## config.mk

```make
export PLATFORM = sky130hd
export DESIGN_NAME = hsl_rgb_led_frame_encoder
export DESIGN_NICKNAME = d
export VERILOG_FILES = /design/src/rtl/hsle_pkg.sv /design/src/rtl/hsle_front.sv /design/src/rtl/hsle_queue.sv /design/src/rtl/hsle_back.sv /design/src/rtl/hsl_rgb_led_frame_encoder.sv
export SDC_FILE = /design/constraint.sdc
export NUM_CORES = 1
export LEC_CHECK = 0
export BUFFER_PORTS_ARGS = -buffer_cell sky130_fd_sc_hd__buf_2
export CORE_ASPECT_RATIO = 0.75
export CORE_MARGIN = 2
export CORE_UTILIZATION = 65
export CTS_CLUSTER_DIAMETER = 150
export DETAILED_ROUTE_END_ITERATION = 6
export PLACE_DENSITY = 0.81
export SYNTH_ARGS = -nofsm -noshare
export SYNTH_HDL_FRONTEND = slang
export SYNTH_SLANG_ARGS = --single-unit
export TNS_END_PERCENT = 5
```

## constraint.sdc

```tcl
create_clock -name i_clk -period 11.9 [get_ports i_clk]
set_clock_uncertainty 0.15 [all_clocks]
set_input_delay 0.595 -clock i_clk [delete_from_list [all_inputs] [get_ports i_clk]]
set_output_delay 0.595 -clock i_clk [all_outputs]
set_load 0.1 [all_outputs]
```

## src/rtl/hsle_pkg.sv

```systemverilog
// ----------------------------------------------------------------------------
// HSL / RGB LED frame encoder package
// Shared payload types, frame layout and fixed-point conversion constants.
// ----------------------------------------------------------------------------
package hsle_pkg;

    // Colour request selectors
    localparam logic [1:0] OP_DIRECT = 2'd0;
    localparam logic [1:0] OP_HSL    = 2'd1;
    localparam logic [1:0] OP_PACKED = 2'd2;

    typedef struct packed {
        logic [1:0]  operation;
        logic [7:0]  red;
        logic [7:0]  green;
        logic [7:0]  blue;
        logic [23:0] packed_color;
        logic [15:0] hue;
        logic [7:0]  saturation;
        logic [7:0]  lightness;
    } t_in;

    typedef struct packed {
        logic [7:0] frame_byte;
        logic       last_byte;
    } t_out;

    typedef struct packed {
        logic [7:0] r;
        logic [7:0] g;
        logic [7:0] b;
    } t_rgb;

    // Colour queue between conversion and serialiser
    localparam int QDEPTH = 4;
    localparam int QAW    = $clog2(QDEPTH);
    localparam int QCW    = $clog2(QDEPTH + 1);

    // Frame layout
    localparam int FRAME_LEN = 10;
    localparam int IDXW      = $clog2(FRAME_LEN);
    localparam logic [IDXW-1:0] IDX_G    = IDXW'(4);
    localparam logic [IDXW-1:0] IDX_R    = IDXW'(5);
    localparam logic [IDXW-1:0] IDX_B    = IDXW'(6);
    localparam logic [IDXW-1:0] IDX_LAST = IDXW'(FRAME_LEN - 1);
    localparam logic [7:0]      ZERO_BYTE = 8'h00;
    localparam logic [7:0]      MARK_BYTE = 8'h80;

    // Clamp and angle constants
    localparam logic [6:0] PCT_MAX  = 7'd99;
    localparam logic [6:0] PCT_FULL = 7'd100;
    localparam logic [8:0] DEG_FULL = 9'd360;

    // Ceiling reciprocals: floor(n / d) = (n * RECIP) >> SHIFT over each input range
    localparam logic [13:0] HUE_RECIP = 14'd11651;   // hue / 360, hue < 2^16
    localparam int          HUE_SHIFT = 22;
    localparam logic [17:0] C_RECIP   = 18'd214749;  // (p * 256) / 10000
    localparam int          C_SHIFT   = 23;
    localparam logic [15:0] M_RECIP   = 16'd41944;   // (l * 512) / 100
    localparam int          M_SHIFT   = 13;
    localparam logic [16:0] H2_RECIP  = 17'd69906;   // (r * 256) / 60
    localparam int          H2_SHIFT  = 14;

    function automatic logic [7:0] frame_byte_at(t_rgb col, logic [IDXW-1:0] idx);
        logic [7:0] res;
        res = ZERO_BYTE;
        if (idx == IDX_G) begin
            res = MARK_BYTE | {1'b0, col.g[7:1]};
        end else if (idx == IDX_R) begin
            res = MARK_BYTE | {1'b0, col.r[7:1]};
        end else if (idx == IDX_B) begin
            res = MARK_BYTE | {1'b0, col.b[7:1]};
        end else if (idx > IDX_B) begin
            res = MARK_BYTE;
        end
        return res;
    endfunction

endpackage

```

## src/rtl/hsle_front.sv

```systemverilog
// ----------------------------------------------------------------------------
// HSL / RGB LED frame encoder front end
// Accepts colour requests and converts them to RGB in a six-stage pipeline.
// ----------------------------------------------------------------------------
module hsle_front
    import hsle_pkg::*;
(
    input  logic i_clk,
    input  logic i_rst_n,
    input  logic i_push,
    output logic o_full,
    input  t_in  i_item,
    output logic o_q_push,
    output t_rgb o_q_data,
    input  logic i_q_full
);

    logic advance;

    // Stage registers
    logic        r_a_vld, r_b_vld, r_c_vld, r_d_vld, r_e_vld, r_f_vld;
    logic        r_a_hsl, r_b_hsl, r_c_hsl, r_d_hsl, r_e_hsl, r_f_hsl;
    t_rgb        r_a_rgb, r_b_rgb, r_c_rgb, r_d_rgb, r_e_rgb, r_f_rgb;
    logic [15:0] r_a_hue, r_b_hue;
    logic [6:0]  r_a_s, r_a_l;
    logic [7:0]  r_b_q;
    logic [13:0] r_b_p;
    logic [8:0]  r_b_v, r_c_v, r_d_v;
    logic [8:0]  r_c_h;
    logic [7:0]  r_c_c, r_d_c, r_e_c, r_f_c;
    logic [2:0]  r_d_h1, r_e_h1, r_f_h1;
    logic [5:0]  r_d_r;
    logic [7:0]  r_e_h2;
    logic [7:0]  r_e_m, r_f_m;
    logic [7:0]  r_f_x;

    // Next values
    logic [6:0]  n_a_s, n_a_l;
    t_rgb        n_a_rgb;
    logic [7:0]  dbl_l;
    logic [6:0]  span;
    logic [13:0] n_b_p;
    logic [29:0] hue_prod;
    logic [22:0] v_prod;
    logic [16:0] q360;
    logic [15:0] h_full;
    logic [31:0] c_prod;
    logic [2:0]  n_d_h1;
    logic [8:0]  sext_base;
    logic [8:0]  r_full;
    logic [22:0] h2_prod;
    logic signed [9:0] diff, diff_adj, m_full;
    logic [8:0]  weight;
    logic [16:0] x_prod;
    logic [7:0]  rc, gc, bc;

    // Stall the whole pipeline while its last stage cannot drain
    assign advance  = !(r_f_vld && i_q_full);
    assign o_full   = !advance;
    assign o_q_push = r_f_vld && !i_q_full;

    // Stage A inputs
    always_comb begin
        n_a_s   = (i_item.saturation > 8'(PCT_MAX)) ? PCT_MAX : i_item.saturation[6:0];
        n_a_l   = (i_item.lightness  > 8'(PCT_MAX)) ? PCT_MAX : i_item.lightness[6:0];
        n_a_rgb = (i_item.operation == OP_PACKED) ? t_rgb'(i_item.packed_color)
                                                  : {i_item.red, i_item.green, i_item.blue};
    end

    // Stage B: chroma product, hue quotient, lightness offset
    always_comb begin
        dbl_l    = {r_a_l, 1'b0};
        span     = (dbl_l >= 8'(PCT_FULL)) ? 7'(8'd200 - dbl_l) : dbl_l[6:0];
        n_b_p    = span * r_a_s;
        hue_prod = r_a_hue * HUE_RECIP;
        v_prod   = r_a_l * M_RECIP;
    end

    // Stage C: hue mod 360, chroma
    always_comb begin
        q360   = r_b_q * DEG_FULL;
        h_full = r_b_hue - q360[15:0];
        c_prod = r_b_p * C_RECIP;
    end

    // Stage D: sextant and offset within it
    always_comb begin
        priority if (r_c_h < 9'd60) begin
            n_d_h1 = 3'd0; sext_base = 9'd0;
        end else if (r_c_h < 9'd120) begin
            n_d_h1 = 3'd1; sext_base = 9'd60;
        end else if (r_c_h < 9'd180) begin
            n_d_h1 = 3'd2; sext_base = 9'd120;
        end else if (r_c_h < 9'd240) begin
            n_d_h1 = 3'd3; sext_base = 9'd180;
        end else if (r_c_h < 9'd300) begin
            n_d_h1 = 3'd4; sext_base = 9'd240;
        end else begin
            n_d_h1 = 3'd5; sext_base = 9'd300;
        end
        r_full = r_c_h - sext_base;
    end

    // Stage E: scaled offset, lightness match value (division truncates toward zero)
    always_comb begin
        h2_prod  = r_d_r * H2_RECIP;
        diff     = $signed({1'b0, r_d_v}) - $signed({2'b00, r_d_c});
        diff_adj = diff + $signed({9'd0, diff[9]});
        m_full   = diff_adj >>> 1;
    end

    // Stage F: second largest component
    always_comb begin
        weight = r_e_h1[0] ? (9'd256 - {1'b0, r_e_h2}) : {1'b0, r_e_h2};
        x_prod = r_e_c * weight;
    end

    // Output: place components by sextant, add the match value
    always_comb begin
        unique case (r_f_h1)
            3'd0: begin rc = r_f_c; gc = r_f_x; bc = 8'd0;  end
            3'd1: begin rc = r_f_x; gc = r_f_c; bc = 8'd0;  end
            3'd2: begin rc = 8'd0;  gc = r_f_c; bc = r_f_x; end
            3'd3: begin rc = 8'd0;  gc = r_f_x; bc = r_f_c; end
            3'd4: begin rc = r_f_x; gc = 8'd0;  bc = r_f_c; end
            default: begin rc = r_f_c; gc = 8'd0; bc = r_f_x; end
        endcase
        if (r_f_hsl) begin
            o_q_data = {8'(rc + r_f_m), 8'(gc + r_f_m), 8'(bc + r_f_m)};
        end else begin
            o_q_data = r_f_rgb;
        end
    end

    always_ff @(posedge i_clk) begin
        if (!i_rst_n) begin
            r_a_vld <= 1'b0;
            r_b_vld <= 1'b0;
            r_c_vld <= 1'b0;
            r_d_vld <= 1'b0;
            r_e_vld <= 1'b0;
            r_f_vld <= 1'b0;
        end else if (advance) begin
            r_a_vld <= i_push;
            r_b_vld <= r_a_vld;
            r_c_vld <= r_b_vld;
            r_d_vld <= r_c_vld;
            r_e_vld <= r_d_vld;
            r_f_vld <= r_e_vld;
        end
    end

    always_ff @(posedge i_clk) begin
        if (advance) begin
            r_a_hsl <= (i_item.operation == OP_HSL);
            r_a_rgb <= n_a_rgb;
            r_a_hue <= i_item.hue;
            r_a_s   <= n_a_s;
            r_a_l   <= n_a_l;

            r_b_hsl <= r_a_hsl;
            r_b_rgb <= r_a_rgb;
            r_b_hue <= r_a_hue;
            r_b_q   <= hue_prod[HUE_SHIFT +: 8];
            r_b_p   <= n_b_p;
            r_b_v   <= v_prod[M_SHIFT +: 9];

            r_c_hsl <= r_b_hsl;
            r_c_rgb <= r_b_rgb;
            r_c_v   <= r_b_v;
            r_c_h   <= h_full[8:0];
            r_c_c   <= c_prod[C_SHIFT +: 8];

            r_d_hsl <= r_c_hsl;
            r_d_rgb <= r_c_rgb;
            r_d_v   <= r_c_v;
            r_d_c   <= r_c_c;
            r_d_h1  <= n_d_h1;
            r_d_r   <= r_full[5:0];

            r_e_hsl <= r_d_hsl;
            r_e_rgb <= r_d_rgb;
            r_e_c   <= r_d_c;
            r_e_h1  <= r_d_h1;
            r_e_h2  <= h2_prod[H2_SHIFT +: 8];
            r_e_m   <= m_full[7:0];

            r_f_hsl <= r_e_hsl;
            r_f_rgb <= r_e_rgb;
            r_f_c   <= r_e_c;
            r_f_h1  <= r_e_h1;
            r_f_m   <= r_e_m;
            r_f_x   <= x_prod[15:8];
        end
    end

    // A stalled result stays in the last stage
    a_stall_hold: assert property (@(posedge i_clk) disable iff (!i_rst_n)
        (r_f_vld && i_q_full) |=> r_f_vld)
        else $error("front: stalled colour dropped");

endmodule

```

## src/rtl/hsle_queue.sv

```systemverilog
// ----------------------------------------------------------------------------
// HSL / RGB LED frame encoder colour queue
// Short FIFO of converted colours between front end and serialiser.
// ----------------------------------------------------------------------------
module hsle_queue
    import hsle_pkg::*;
(
    input  logic i_clk,
    input  logic i_rst_n,
    input  logic i_push,
    input  t_rgb i_data,
    output logic o_full,
    input  logic i_pop,
    output t_rgb o_data,
    output logic o_empty
);

    t_rgb           r_mem [QDEPTH];
    logic [QAW-1:0] r_wp, r_rp;
    logic [QCW-1:0] r_cnt;
    logic           do_push, do_pop;

    assign o_full  = (r_cnt == QCW'(QDEPTH));
    assign o_empty = (r_cnt == '0);
    assign do_push = i_push && !o_full;
    assign do_pop  = i_pop && !o_empty;
    assign o_data  = r_mem[r_rp];

    always_ff @(posedge i_clk) begin
        if (!i_rst_n) begin
            r_wp  <= '0;
            r_rp  <= '0;
            r_cnt <= '0;
        end else begin
            if (do_push) begin
                r_wp <= QAW'(r_wp + 1'b1);
            end
            if (do_pop) begin
                r_rp <= QAW'(r_rp + 1'b1);
            end
            if (do_push && !do_pop) begin
                r_cnt <= QCW'(r_cnt + 1'b1);
            end else if (do_pop && !do_push) begin
                r_cnt <= QCW'(r_cnt - 1'b1);
            end
        end
    end

    always_ff @(posedge i_clk) begin
        if (do_push) begin
            r_mem[r_wp] <= i_data;
        end
    end

    a_cnt_bound: assert property (@(posedge i_clk) disable iff (!i_rst_n)
        r_cnt <= QCW'(QDEPTH))
        else $error("queue: fill count beyond depth");

    a_cnt_ptr: assert property (@(posedge i_clk) disable iff (!i_rst_n)
        QAW'(r_wp - r_rp) == r_cnt[QAW-1:0])
        else $error("queue: pointers disagree with fill count");

endmodule

```

## src/rtl/hsle_back.sv

```systemverilog
// ----------------------------------------------------------------------------
// HSL / RGB LED frame encoder serialiser
// Turns each queued colour into ten frame bytes behind an output register.
// ----------------------------------------------------------------------------
module hsle_back
    import hsle_pkg::*;
(
    input  logic i_clk,
    input  logic i_rst_n,
    input  logic i_q_empty,
    input  t_rgb i_q_data,
    output logic o_q_pop,
    output logic o_empty,
    input  logic i_pop,
    output t_out o_item
);

    t_rgb            r_col;
    logic            r_col_vld;
    logic [IDXW-1:0] r_idx;
    logic            r_out_vld;
    t_out            r_out;
    logic            load, emit, fin, take;

    assign load    = !r_out_vld || i_pop;
    assign emit    = load && r_col_vld;
    assign fin     = emit && (r_idx == IDX_LAST);
    assign take    = !r_col_vld || fin;
    assign o_q_pop = take && !i_q_empty;
    assign o_empty = !r_out_vld;
    assign o_item  = r_out;

    always_ff @(posedge i_clk) begin
        if (!i_rst_n) begin
            r_col_vld <= 1'b0;
            r_idx     <= '0;
            r_out_vld <= 1'b0;
        end else begin
            if (take) begin
                r_col_vld <= !i_q_empty;
            end
            if (emit) begin
                r_idx <= fin ? '0 : IDXW'(r_idx + 1'b1);
            end
            if (load) begin
                r_out_vld <= r_col_vld;
            end
        end
    end

    always_ff @(posedge i_clk) begin
        if (take) begin
            r_col <= i_q_data;
        end
        if (emit) begin
            r_out.frame_byte <= frame_byte_at(r_col, r_idx);
            r_out.last_byte  <= (r_idx == IDX_LAST);
        end
    end

    a_last_mark: assert property (@(posedge i_clk) disable iff (!i_rst_n)
        (r_out_vld && r_out.last_byte) |-> (r_out.frame_byte == MARK_BYTE))
        else $error("back: last byte is not a marker byte");

    a_frame_start: assert property (@(posedge i_clk) disable iff (!i_rst_n)
        fin |=> (r_idx == '0))
        else $error("back: byte index not rewound after frame");

endmodule

```

## src/rtl/hsl_rgb_led_frame_encoder.sv

```systemverilog
// ----------------------------------------------------------------------------
// HSL / RGB LED frame encoder
// Converts colour requests into ten-byte serial LED frames.
// ----------------------------------------------------------------------------
// Usage:
//   Input channel: drive i_item and raise push; a transfer takes place at a
//   rising edge with push high and full low. operation selects direct RGB
//   bytes, HSL, or a packed 24-bit RGB word (the unused code acts as direct).
//   Output channel: while empty is low, o_item holds the oldest frame byte;
//   raise pop to take it. Each request yields ten bytes, msb first: four
//   zero bytes, G, R and B as 0x80 | (value >> 1), three 0x80 bytes, the
//   last flagged by last_byte.
//   Path: the first byte of a frame is shown once its request has passed
//   the six conversion stages, the queue and the serialiser registers.
//   Flow: the sustained rate is bounded by the ten bytes per request that
//   pass the single output byte register; requests are taken every cycle until the
//   conversion pipeline and the four-entry colour queue are full.
//   Reset (synchronous, active low) empties pipeline, queue and output.
//   When the receiver stalls, the current byte holds and the frame resumes
//   without loss; full rises once the queue and pipeline back up.
// ----------------------------------------------------------------------------
module hsl_rgb_led_frame_encoder
    import hsle_pkg::*;
(
    input  logic i_clk,
    input  logic i_rst_n,
    input  logic push,
    output logic full,
    input  t_in  i_item,
    output logic empty,
    input  logic pop,
    output t_out o_item
);

    logic q_push, q_full, q_pop, q_empty;
    t_rgb q_wdata, q_rdata;

    // Convert requests to RGB; stall when the queue cannot take a colour
    hsle_front u_front (
        .i_clk    (i_clk),
        .i_rst_n  (i_rst_n),
        .i_push   (push),
        .o_full   (full),
        .i_item   (i_item),
        .o_q_push (q_push),
        .o_q_data (q_wdata),
        .i_q_full (q_full)
    );

    // Decouple conversion from the byte-rate serialiser
    hsle_queue u_queue (
        .i_clk   (i_clk),
        .i_rst_n (i_rst_n),
        .i_push  (q_push),
        .i_data  (q_wdata),
        .o_full  (q_full),
        .i_pop   (q_pop),
        .o_data  (q_rdata),
        .o_empty (q_empty)
    );

    // Emit one frame byte per transfer
    hsle_back u_back (
        .i_clk     (i_clk),
        .i_rst_n   (i_rst_n),
        .i_q_empty (q_empty),
        .i_q_data  (q_rdata),
        .o_q_pop   (q_pop),
        .o_empty   (empty),
        .i_pop     (pop),
        .o_item    (o_item)
    );

endmodule
```

==> impl_metrics.yaml, run 1 <==
status:
  run_status: "finished, final reports clean"
setup_path:
  arrival_ps: 6920
  timing.rr.end: "u_front.r_f_x[7]$_DFFE_PN_"
  crit_fanout: 11
  critical-path-slowest-cell: "sky130_fd_sc_hd__xnor2_1"
  critical_path.startpoint_type: "flip-flop"
  cp.required_ps: 12180
  ff2ff_setup_slack_ps: 5260
  slowest_delay_ps: 690
  cp_cell_instances: "inv_1, ha_1, nand2b_1, o21ai_0, xnor2_1, nor2b_1, fa_1, inv_1, fa_1, inv_1, fa_1, inv_1, fa_1, inv_1, ha_1, a2111oi_0, a21oi_4, a31oi_4, o21ai_4, or4_1, nand3_1"
  worst_r2r_path_cells: 21
  setup.worst_path.end_class: "flip-flop"
  setup.worst_path.class: "flip-flop to flip-flop"
  timing.critical_path.mode_cell: "sky130_fd_sc_hd__inv_1"
  rr_startpoint: "u_front.r_e_h2[4]$_DFFE_PN_"
finish:
  final_cell_count_no_fill: 3118
  seq_area_sq_um: 12900
  post_route_cells_drive_above_1_share_pct: 9.51
  area_growth_pct: 8.12
  insertedDiodeCount: 0
  final_nets: 3187
  fillCellCount: 3042
  multi_input_area_sq_um: 15500
timing:
  max_slew_margin_pct: 22.5
  timing.final.crit_share_pct: 55.8
  grt_setup_unrepaired: "false"
  setup_violations: 0
  whs_ps: 46.4
  period_needed_ps: 6640
  timing.fmax_mhz: 151
  slew_violations: 0
  worst_pin_slew_ps: 1160
  final_hold_viol_count: 0
  summed_negative_setup_slack_over_all_endpoints_ps: 0
die:
  initial_core_util_pct: 65.6
  floorplan.rows: 68
  die_height_um: 190
  core_sq_um: 45900
  design.die.area_sq_um: 48000
  ioPinCount: 97
  horizontal_die_dimension_um: 252
clocking:
  cts_sinks: 437
  clock_latency_late_sink_ps: 580
  cts-htree-levels: 2
  cts_post_setup_buffers_inserted: 0
  root_buffer: "sky130_fd_sc_hd__clkbuf_16"
  numCtsBuffers: 43
  post_cts_resize_count: 0
  clkTransAtPathRegs_ps: 60
  hold_buffers: 0
  cts-root-to-sink-buffers: 3
  cts_tree: "built"
drt:
  dr_total_vias: 17900
  met2RoutedLength_um: 26900
  drt_iter0_drcs: 1275
  average_via_count_per_standard_cell: 5.73
  route.met3.wl_um: 3170
  wirelength_um: 55800
  routedLengthMet1_um: 24700
  drcViolationCount: 0
  detailedRoute.firstPassIterationCount: 5
  topRoutingLayerUsed: "met4"
  drt.antenna.violating_nets: 0
  routed_wire_length_per_instance_um: 17.9
min_path:
  min_delay_path_depth: 1
  timing.hold.worst.class: "primary input to flip-flop"
  hp-start: "i_item[19]"
  timing.hold.worst_endpoint: "u_front.r_a_hue[3]$_DFFE_PN_"
grt:
  grt_first_pass_wirelength_um: 93000
  track_usage_pct: 24.3
  globalRoute.totalOverflow: 0
  first_global_vias: 18800
  antenna_violations_before_repair: 1
  grt_start_max_net_pins: 130
synth:
  count_of_synthesis_stage_warnings_from_yosys: 0
  average_instance_area_after_synthesis_sq_um: 12.6
  netlist_area_sq_um: 30100
  number_of_enable_type_register_cells_in_the_synthesized_netlist: 418
  synth-async-reset-ratio_pct: 0
  ys_seq_elements: 437
  number_of_distinct_library_cells_after_synthesis: 83
  postSynthCellCount: 2379
  synth-main-ff-cell: "sky130_fd_sc_hd__edfxtp_1"
  synth_fp_nets: 3077
  synth_seq_area_share_pct: 43.0
placement:
  dp.cells: 3039
  hpwlAfterDp_um: 42400
  port_buffers: 90
  place_congestion: 0.903
flow_run:
  timing.max_cap.violations: 0
==> synthesized netlist by cell type (6+ instances only) <==
library cell / number / share of area [%]
sky130_fd_sc_hd__a211oi_1: 15 / 0.37
sky130_fd_sc_hd__a21o_1: 30 / 0.75
sky130_fd_sc_hd__a21oi_1: 74 / 1.2
sky130_fd_sc_hd__a22o_1: 17 / 0.49
sky130_fd_sc_hd__a22oi_1: 10 / 0.25
sky130_fd_sc_hd__a31oi_1: 9 / 0.19
sky130_fd_sc_hd__and2_1: 58 / 1.2
sky130_fd_sc_hd__and3_1: 10 / 0.21
sky130_fd_sc_hd__buf_1: 11 / 0.14
sky130_fd_sc_hd__clkbuf_1: 15 / 0.19
sky130_fd_sc_hd__dfxtp_1: 19 / 1.3
sky130_fd_sc_hd__edfxtp_1: 418 / 42
sky130_fd_sc_hd__fa_1: 219 / 15
sky130_fd_sc_hd__ha_1: 393 / 16
sky130_fd_sc_hd__inv_1: 413 / 5.2
sky130_fd_sc_hd__mux2_2: 38 / 1.4
sky130_fd_sc_hd__mux2i_1: 13 / 0.43
sky130_fd_sc_hd__mux4_2: 21 / 1.6
sky130_fd_sc_hd__nand2_1: 122 / 1.5
sky130_fd_sc_hd__nand2b_1: 24 / 0.50
sky130_fd_sc_hd__nand3_1: 19 / 0.32
sky130_fd_sc_hd__nor2_1: 48 / 0.60
sky130_fd_sc_hd__nor2b_1: 61 / 1.3
sky130_fd_sc_hd__nor3_1: 23 / 0.38
sky130_fd_sc_hd__o2111ai_1: 6 / 0.17
sky130_fd_sc_hd__o211ai_1: 7 / 0.17
sky130_fd_sc_hd__o21a_1: 11 / 0.27
sky130_fd_sc_hd__o21ai_0: 56 / 0.93
sky130_fd_sc_hd__o21bai_1: 8 / 0.20
sky130_fd_sc_hd__or2_2: 8 / 0.17
sky130_fd_sc_hd__or3_1: 7 / 0.15
sky130_fd_sc_hd__xnor2_1: 77 / 2.2
sky130_fd_sc_hd__xor2_1: 33 / 0.96
==> final cells by class <==
type	count	share of cell area [%]
sequential	437	39.8
tap	595	2.29
inverter	414	4.80
clock buffer	45	3.33
timing repair buffer	95	1.50
multi-input combinational	1498	47.6
clock inverter	34	0.758
==> through the flow <==
stage | setup WS (ps) | util, % | area [sq um]
global route | 4960 | 70.9 | 32500
CTS | 5290 | 70.9 | 32500
global placement | 5580 | 68.0 | 31200
finish | 5260 | 70.9 | 32500
detailed placement | 5310 | 68.0 | 31200
floorplan | 3800 | - | 30100
==> cells in the final DEF (no fill, tap or decap), types with 24 or more instances in the layout <==
master	instances
sky130_fd_sc_hd__fa_1	219
sky130_fd_sc_hd__a21oi_1	74
sky130_fd_sc_hd__nor2_1	48
sky130_fd_sc_hd__nand2_1	122
sky130_fd_sc_hd__o21ai_0	56
sky130_fd_sc_hd__edfxtp_1	418
sky130_fd_sc_hd__xnor2_1	77
sky130_fd_sc_hd__ha_1	393
sky130_fd_sc_hd__nor2b_1	61
sky130_fd_sc_hd__and2_1	58
sky130_fd_sc_hd__clkbuf_16	43
sky130_fd_sc_hd__inv_1	412
sky130_fd_sc_hd__buf_2	90
sky130_fd_sc_hd__xor2_1	33
sky130_fd_sc_hd__a21o_1	30
sky130_fd_sc_hd__mux2_2	38
sky130_fd_sc_hd__nand2b_1	24
==> how the worst max path moves through the flow <==
stage | from | endpoint | slack [ps]
floorplan | u_queue.r_cnt[0]$_SDFFE_PN0P_ | u_front.r_a_hsl$_DFFE_PN_ | 3800
finish | u_front.r_e_h2[4]$_DFFE_PN_ | u_front.r_f_x[7]$_DFFE_PN_ | 5260
detailed placement | u_front.r_e_h2[4]$_DFFE_PN_ | u_front.r_f_x[7]$_DFFE_PN_ | 5310
global route | u_front.r_e_h2[4]$_DFFE_PN_ | u_front.r_f_x[7]$_DFFE_PN_ | 4960
global placement | u_front.r_e_h2[4]$_DFFE_PN_ | u_front.r_f_x[7]$_DFFE_PN_ | 5580
CTS | u_front.r_e_h2[4]$_DFFE_PN_ | u_front.r_f_x[7]$_DFFE_PN_ | 5290
==> state kept, by name (all words and copies together), names as in the netlist, 13 cells and up <==
name and count:
u_front.r_a_hue 16, u_front.r_b_rgb 21, u_front.r_e_rgb 21, u_front.r_c_rgb 21, u_front.r_b_p 13, u_front.r_f_rgb 21
u_front.r_a_rgb 21, u_queue.r_mem 84, u_back.r_col 21, u_front.r_d_rgb 21
==> layer usage <==
metal	vias up	track usage, %
met2	475	40.7
met4	0	5.89
met3	86	3.54
met1	8863	33.9
met5	-	0
li1	8451	-
==> kinds of logic after synthesis <==
group                      after synthesis  share of synthesized area (%)
adders and majority gates              612                           30.9
buffers and inverters                  444                           5.59
DFF                                    437                           43.0
and+or+nand+nor                        409                           7.12
AOI/OAI and AO/OA                      292                           6.57
xor gates and xnor gates               111                           3.29
muxes                                   74                           3.52
==> worst max-delay path, delay by kind of cell (launching register included) <==
kind	cells	cell delay (ps)
adder cells (fa/ha/maj)	6	2530
XOR/XNOR	1	690
buffers and inverters	5	340
flip-flops	1	570
AO/OA/AOI/OAI	5	1410
AND/OR/NAND/NOR	4	810
Power of run 1 is left out: the tool's default activity adds up to more than one toggle a clock period on the data nets, which glitch-free logic cannot reach.
==> run 2: changes to the inputs <==
--- a/config.mk
+++ b/config.mk
@@ -8,10 +8,10 @@
 export BUFFER_PORTS_ARGS = -buffer_cell sky130_fd_sc_hd__buf_2
 export CORE_ASPECT_RATIO = 0.75
 export CORE_MARGIN = 2
-export CORE_UTILIZATION = 65
+export CORE_UTILIZATION = 58
 export CTS_CLUSTER_DIAMETER = 150
 export DETAILED_ROUTE_END_ITERATION = 6
-export PLACE_DENSITY = 0.81
+export PLACE_DENSITY = 0.76
 export SYNTH_ARGS = -nofsm -noshare
 export SYNTH_HDL_FRONTEND = slang
 export SYNTH_SLANG_ARGS = --single-unit
==> constraint.sdc (replaced) <==
create_clock -name i_clk -period 5.61 [get_ports i_clk]
set_clock_uncertainty 0.15 [all_clocks]
set_input_delay 0.2805 -clock i_clk [delete_from_list [all_inputs] [get_ports i_clk]]
set_output_delay 0.2805 -clock i_clk [all_outputs]
set_load 0.1 [all_outputs]
==> run 2 against run 1 <==
  * Sequential share of layout area down 1.9 points
  * Largest cell class unchanged
  * Wire length up 7.1%
  * Worst hold slack worse by 12 ps
  * Fmax up 20%
  * First-iteration DRC count down 13%
  * Count of clock-buffer cells in the layout up 2
  * Critical path type unchanged
  * Highest routed layer unchanged
  * Global-route usage down 1.0 points
==> impl_metrics.yaml, run 2 (same netlist as run 1, synthesis figures left out) <==
clocking:
  cts_sinks: 437
  numCtsBuffers: 42
  clkTransAtPathRegs_ps: 70
  root_buffer: "sky130_fd_sc_hd__clkbuf_16"
  cts-htree-levels: 2
  cts_tree: "built"
  clock_latency_late_sink_ps: 590
  cts-root-to-sink-buffers: 3
timing:
  timing.fmax_mhz: 180
  timing.final.crit_share_pct: 98.9
  setup_violations: 0
  final_hold_viol_count: 0
  worst_pin_slew_ps: 1210
  grt_setup_unrepaired: "true"
  summed_negative_setup_slack_over_all_endpoints_ps: 0
  period_needed_ps: 5550
  whs_ps: 34.1
  max_slew_margin_pct: 19.2
  slew_violations: 0
grt:
  first_global_vias: 19300
  grt_first_pass_wirelength_um: 99000
  globalRoute.totalOverflow: 0
  antenna_violations_before_repair: 1
  grt_start_max_net_pins: 154
  track_usage_pct: 23.3
drt:
  drt.antenna.violating_nets: 0
  detailedRoute.firstPassIterationCount: 5
  average_via_count_per_standard_cell: 5.45
  dr_total_vias: 18400
  drcViolationCount: 0
  wirelength_um: 59800
  routed_wire_length_per_instance_um: 17.8
  drt_iter0_drcs: 1114
finish:
  largest_register: "u_queue.r_mem"
  final_nets: 3329
  area_growth_pct: 13.6
  most-common-layout-cells: "sky130_fd_sc_hd__edfxtp_1, sky130_fd_sc_hd__inv_1, sky130_fd_sc_hd__ha_1"
  mostFrequentLayoutCell: "sky130_fd_sc_hd__edfxtp_1"
  post_route_cells_drive_above_1_share_pct: 12.1
  final_cell_count_no_fill: 3366
  largest_reg_flops: 84
setup_path:
  cp.required_ps: 5900
  cp.buffers_inverters: 6
  cp_cell_instances: "inv_1, ha_1, nand2b_4, o21ai_1, xnor2_1, buf_4, buf_4, nor2b_1, fa_1, ha_1, inv_1, fa_1, fa_1, inv_1, ha_1, a2111oi_2, buf_4, a21oi_4, a31oi_4, o21ai_4, or4_1, nand3_1"
  critical_path.startpoint_type: "flip-flop"
  arrival_ps: 5840
  crit_fanout: 7
  cp_top_family: "adder cells"
  slowest_delay_ps: 540
  setup.worst_path.class: "flip-flop to flip-flop"
  setup.worst_path.end_class: "flip-flop"
  critical-path-slowest-cell: "sky130_fd_sc_hd__fa_1"
die:
  horizontal_die_dimension_um: 267
  core_sq_um: 51400
  ioPinCount: 97
  initial_core_util_pct: 58.5
  floorplan.rows: 72
  die_height_um: 201
  design.die.area_sq_um: 53700
placement:
  place_congestion: 0.907
  dp.cells: 3198
  hpwlAfterDp_um: 43400
  port_buffers: 90
status:
  run_status: "finished, final reports clean"
min_path:
  timing.hold.worst.class: "primary input to flip-flop"
flow_run:
  timing.max_cap.violations: 0
## run 2: cell count changes in the layout (fill, tap and decap cells not counted), moves of 3 or more
cell	change
sky130_fd_sc_hd__o21ai_0	-6
sky130_fd_sc_hd__clkinv_2	-7
sky130_fd_sc_hd__buf_4	+54
sky130_fd_sc_hd__o21ai_1	+6
sky130_fd_sc_hd__ha_1	-3
sky130_fd_sc_hd__ha_2	+3
sky130_fd_sc_hd__bufinv_16	+4
sky130_fd_sc_hd__clkinvlp_4	+6
sky130_fd_sc_hd__dlygate4sd3_1	+87
sky130_fd_sc_hd__clkinv_1	-8
## run 2: final cells by class
type	instances	area, sq um
Antenna cell	1	2.50
Clock inverter	28	332
Clock buffer	47	1090
Fill cell	3613	17300
Tap cell	703	880
Multi-Input combinational cell	1498	15600
Sequential cell	437	12900
Timing Repair Buffer	238	1800
Inverter	414	1560
## run 2: worst register-to-register path, cell delays in order, from the launching register on
cell	delay [ps]
sky130_fd_sc_hd__edfxtp_1	450
sky130_fd_sc_hd__inv_1	140
sky130_fd_sc_hd__ha_1	240
sky130_fd_sc_hd__nand2b_4	90
sky130_fd_sc_hd__o21ai_1	190
sky130_fd_sc_hd__xnor2_1	150
sky130_fd_sc_hd__buf_4	150
sky130_fd_sc_hd__buf_4	160
sky130_fd_sc_hd__nor2b_1	140
sky130_fd_sc_hd__fa_1	430
sky130_fd_sc_hd__ha_1	300
sky130_fd_sc_hd__inv_1	50
sky130_fd_sc_hd__fa_1	500
sky130_fd_sc_hd__fa_1	540
sky130_fd_sc_hd__inv_1	40
sky130_fd_sc_hd__ha_1	210
sky130_fd_sc_hd__a2111oi_2	330
sky130_fd_sc_hd__buf_4	170
sky130_fd_sc_hd__a21oi_4	70
sky130_fd_sc_hd__a31oi_4	280
sky130_fd_sc_hd__o21ai_4	120
sky130_fd_sc_hd__or4_1	420
sky130_fd_sc_hd__nand3_1	100
## run 2: stage by stage
| stage | utilization (%) | instance area [sq um] | setup slack (ps) |
|---|---|---|---|
| final | 66.5 | 34200 | 60.8 |
| after global routing | 66.5 | 34200 | -158 |
| after CTS | 66.2 | 34000 | 8.48 |
| after detailed placement | 61.7 | 31700 | -3.13 |
| after global placement | 61.7 | 31700 | 68.8 |
| after floorplan | - | 30100 | -352 |
## run 2: path summary, 6_finish.rpt
path	startpoint	end	slack (ps)	cells past startpoint
setup / recovery	u_front.r_e_h2[4]$_DFFE_PN_	u_front.r_f_x[7]$_DFFE_PN_	60	22
hold / removal	i_item[15]	u_front.r_a_s[3]$_SDFFCE_PN0N_	30	3
hold reg to reg	u_front.r_d_rgb[12]$_DFFE_PN_	u_front.r_e_rgb[12]$_DFFE_PN_	250	0
setup reg to reg	u_front.r_e_h2[4]$_DFFE_PN_	u_front.r_f_x[7]$_DFFE_PN_	60	22
## run 2: repair_timing
| item | CTS | global route |
|---|---|---|
| setup endpoints to repair | 1 | 21 |
| setup buffers | 0 | 5 |
| cloned | 0 | 0 |
| pin swaps | 1 | 8 |
| hold buffers | 87 | 0 |
| endpoints found under the hold margin | 71 | 0 |
| gates resized for setup | 1 | 27 |
## run 2: metal layers
layer | track usage, % | vias to the layer above | part of all wire (%)
li1 | - | 8726 | -
met1 | 33.0 | 9129 | 45
met4 | 5.46 | 0 | 1.9
met3 | 3.87 | 77 | 5.7
met2 | 37.8 | 429 | 47
met5 | 0 | - | 0
Power of run 2 is left out for the same reason.
==> run 3: changes to the inputs <==
--- a/config.mk
+++ b/config.mk
@@ -6,9 +6,11 @@
 export NUM_CORES = 1
 export LEC_CHECK = 0
 export BUFFER_PORTS_ARGS = -buffer_cell sky130_fd_sc_hd__buf_2
+export CELL_PAD_IN_SITES_DETAIL_PLACEMENT = 0
+export CELL_PAD_IN_SITES_GLOBAL_PLACEMENT = 2
 export CORE_ASPECT_RATIO = 0.75
 export CORE_MARGIN = 2
-export CORE_UTILIZATION = 58
+export CORE_UTILIZATION = 41
 export CTS_CLUSTER_DIAMETER = 150
 export DETAILED_ROUTE_END_ITERATION = 6
 export PLACE_DENSITY = 0.76
==> run 3 against run 2 <==
  * Fmax grew 1.7%
  * Register-to-register slack improved by 90 ps
  * Wire length decreased by 3.9%
  * Utilization is 19 points lower
  * Non-clock buffer count increased by 8
  * Global-route usage is 7.3 points lower
  * Critical endpoint is now u_front.r_c_c[4]$_DFFE_PN_
  * Worst setup slack improved by 90 ps
==> impl_metrics.yaml, run 3 (same netlist as run 1, synthesis figures left out) <==
status:
  run_status: "finished, final reports clean"
setup_path:
  critical_path.startpoint_type: "flip-flop"
  worst_r2r_path_cells: 16
  critical_path.startpoint: "u_front.r_b_p[12]$_DFFE_PN_"
  arrival_ps: 5640
  setup.worst_path.end_class: "flip-flop"
  crit_fanout: 6
  worst_setup_path_endpoint: "u_front.r_c_c[4]$_DFFE_PN_"
  timing.rr.end: "u_front.r_c_c[4]$_DFFE_PN_"
  setup.worst_path.class: "flip-flop to flip-flop"
  rr_startpoint: "u_front.r_b_p[12]$_DFFE_PN_"
  cp.required_ps: 5790
  ff2ff_setup_slack_ps: 150
clocking:
  clock_latency_late_sink_ps: 600
  root_buffer: "sky130_fd_sc_hd__clkbuf_16"
  cts_tree: "built"
  cts-htree-levels: 2
  numCtsBuffers: 46
  cts-root-to-sink-buffers: 3
  clkTransAtPathRegs_ps: 60
  cts_sinks: 437
grt:
  first_global_vias: 18800
  globalRoute.totalOverflow: 0
  antenna_violations_before_repair: 0
  grt_first_pass_wirelength_um: 96900
  track_usage_pct: 15.9
  grt_start_max_net_pins: 165
min_path:
  timing.hold.worst.class: "primary input to flip-flop"
die:
  die_height_um: 239
  floorplan.rows: 85
  ioPinCount: 97
  horizontal_die_dimension_um: 317
  core_sq_um: 72200
  design.die.area_sq_um: 75600
  initial_core_util_pct: 41.7
timing:
  final_hold_viol_count: 0
  grt_setup_unrepaired: "true"
  timing.final.crit_share_pct: 97.3
  max_slew_margin_pct: 17.3
  setup_violations: 0
  slew_violations: 0
  period_needed_ps: 5460
  timing.fmax_mhz: 183
  worst_pin_slew_ps: 1240
finish:
  multi_input_area_sq_um: 15600
  most-common-layout-cells: "sky130_fd_sc_hd__edfxtp_1, sky130_fd_sc_hd__inv_1, sky130_fd_sc_hd__ha_1"
  fillCellCount: 6417
  post_route_cells_drive_above_1_share_pct: 12.0
  largest_register: "u_queue.r_mem"
  mostFrequentLayoutCell: "sky130_fd_sc_hd__edfxtp_1"
  insertedDiodeCount: 0
  seq_area_sq_um: 12900
  final_nets: 3341
  largest_reg_flops: 84
  post-route-cell-area_sq_um: 34600
  area_growth_pct: 14.9
drt:
  detailedRoute.firstPassIterationCount: 5
  routed_wire_length_per_instance_um: 15.8
  wirelength_um: 57500
  drcViolationCount: 0
  dr_total_vias: 17800
  drt_iter0_drcs: 916
  drt.antenna.violating_nets: 0
  average_via_count_per_standard_cell: 4.91
placement:
  hpwlAfterDp_um: 43900
  port_buffers: 90
  place_congestion: 0.847
  postPlaceCellArea_sq_um: 32100
flow_run:
  timing.max_cap.violations: 0
run 3: repair_timing:
item	in CTS	in global routing
pin swaps	0	3
gates resized for setup	1	18
setup endpoints to repair	1	22
hold buffers	90	0
endpoints found under the hold margin	71	0
buffers inserted	0	1
run 3: worst min path at each step:
stage | depth (start not counted) | slack (ps) | to | start
after floorplan | 0 | 230 | u_front.r_a_hue[0]$_DFFE_PN_ | i_item[16]
after global placement | 0 | 250 | u_front.r_d_c[3]$_DFFE_PN_ | u_front.r_c_c[3]$_DFFE_PN_
after detailed placement | 0 | 250 | u_front.r_c_h[0]$_DFFE_PN_ | u_front.r_b_hue[0]$_DFFE_PN_
after CTS | 3 | 3 | u_front.r_a_s[4]$_SDFFCE_PN0N_ | i_item[15]
after global routing | 3 | 30 | u_front.r_a_s[4]$_SDFFCE_PN0N_ | i_item[15]
final | 3 | 40 | u_front.r_a_s[3]$_SDFFCE_PN0N_ | i_item[15]
run 3: routing by layer:
metal | vias up | share of wire, % | track usage, %
met5 | - | 0 | 0
met4 | 0 | 1.6 | 3.47
met3 | 52 | 3.1 | 2.28
met2 | 221 | 45 | 24.9
met1 | 8817 | 50 | 23.6
li1 | 8751 | - | -
run 3: worst max-delay path, stage by stage, from the launching register on:
cell                       delay (ps)
sky130_fd_sc_hd__edfxtp_1         510
sky130_fd_sc_hd__fa_1             550
sky130_fd_sc_hd__inv_1             50
sky130_fd_sc_hd__fa_1             490
sky130_fd_sc_hd__inv_1             70
sky130_fd_sc_hd__fa_1             500
sky130_fd_sc_hd__fa_1             520
sky130_fd_sc_hd__fa_1             520
sky130_fd_sc_hd__ha_1             310
sky130_fd_sc_hd__ha_1             320
sky130_fd_sc_hd__a21oi_1          200
sky130_fd_sc_hd__o21ai_0          130
sky130_fd_sc_hd__a21oi_1          300
sky130_fd_sc_hd__o31ai_2          130
sky130_fd_sc_hd__a21o_1           180
sky130_fd_sc_hd__a21oi_1          170
sky130_fd_sc_hd__xnor2_1           80
run 3: layout make-up:
type	count	area share [%]
Multi-Input combinational cell	1498	45.0
Sequential cell	437	37.4
Timing Repair Buffer	246	5.38
Inverter	414	4.51
Tap cell	957	3.46
Clock buffer	54	3.42
Clock inverter	25	0.775
run 3: through the flow:
step           hold slack [ps]  utilization, %  setup WS, ps  std cells  TNS [ps]
2_1_floorplan              229               -          -352       2379   -106940
3_3_place_gp               252            44.5          37.2       3461         0
3_5_place_dp               255            44.5          24.7       3461         0
4_1_cts                   2.64            47.7          9.64       3630         0
5_1_grt                   32.2            47.9         -98.4       3631      -463
6_report                  41.7            47.9           151       3631         0
Power of run 3 is left out for the same reason.
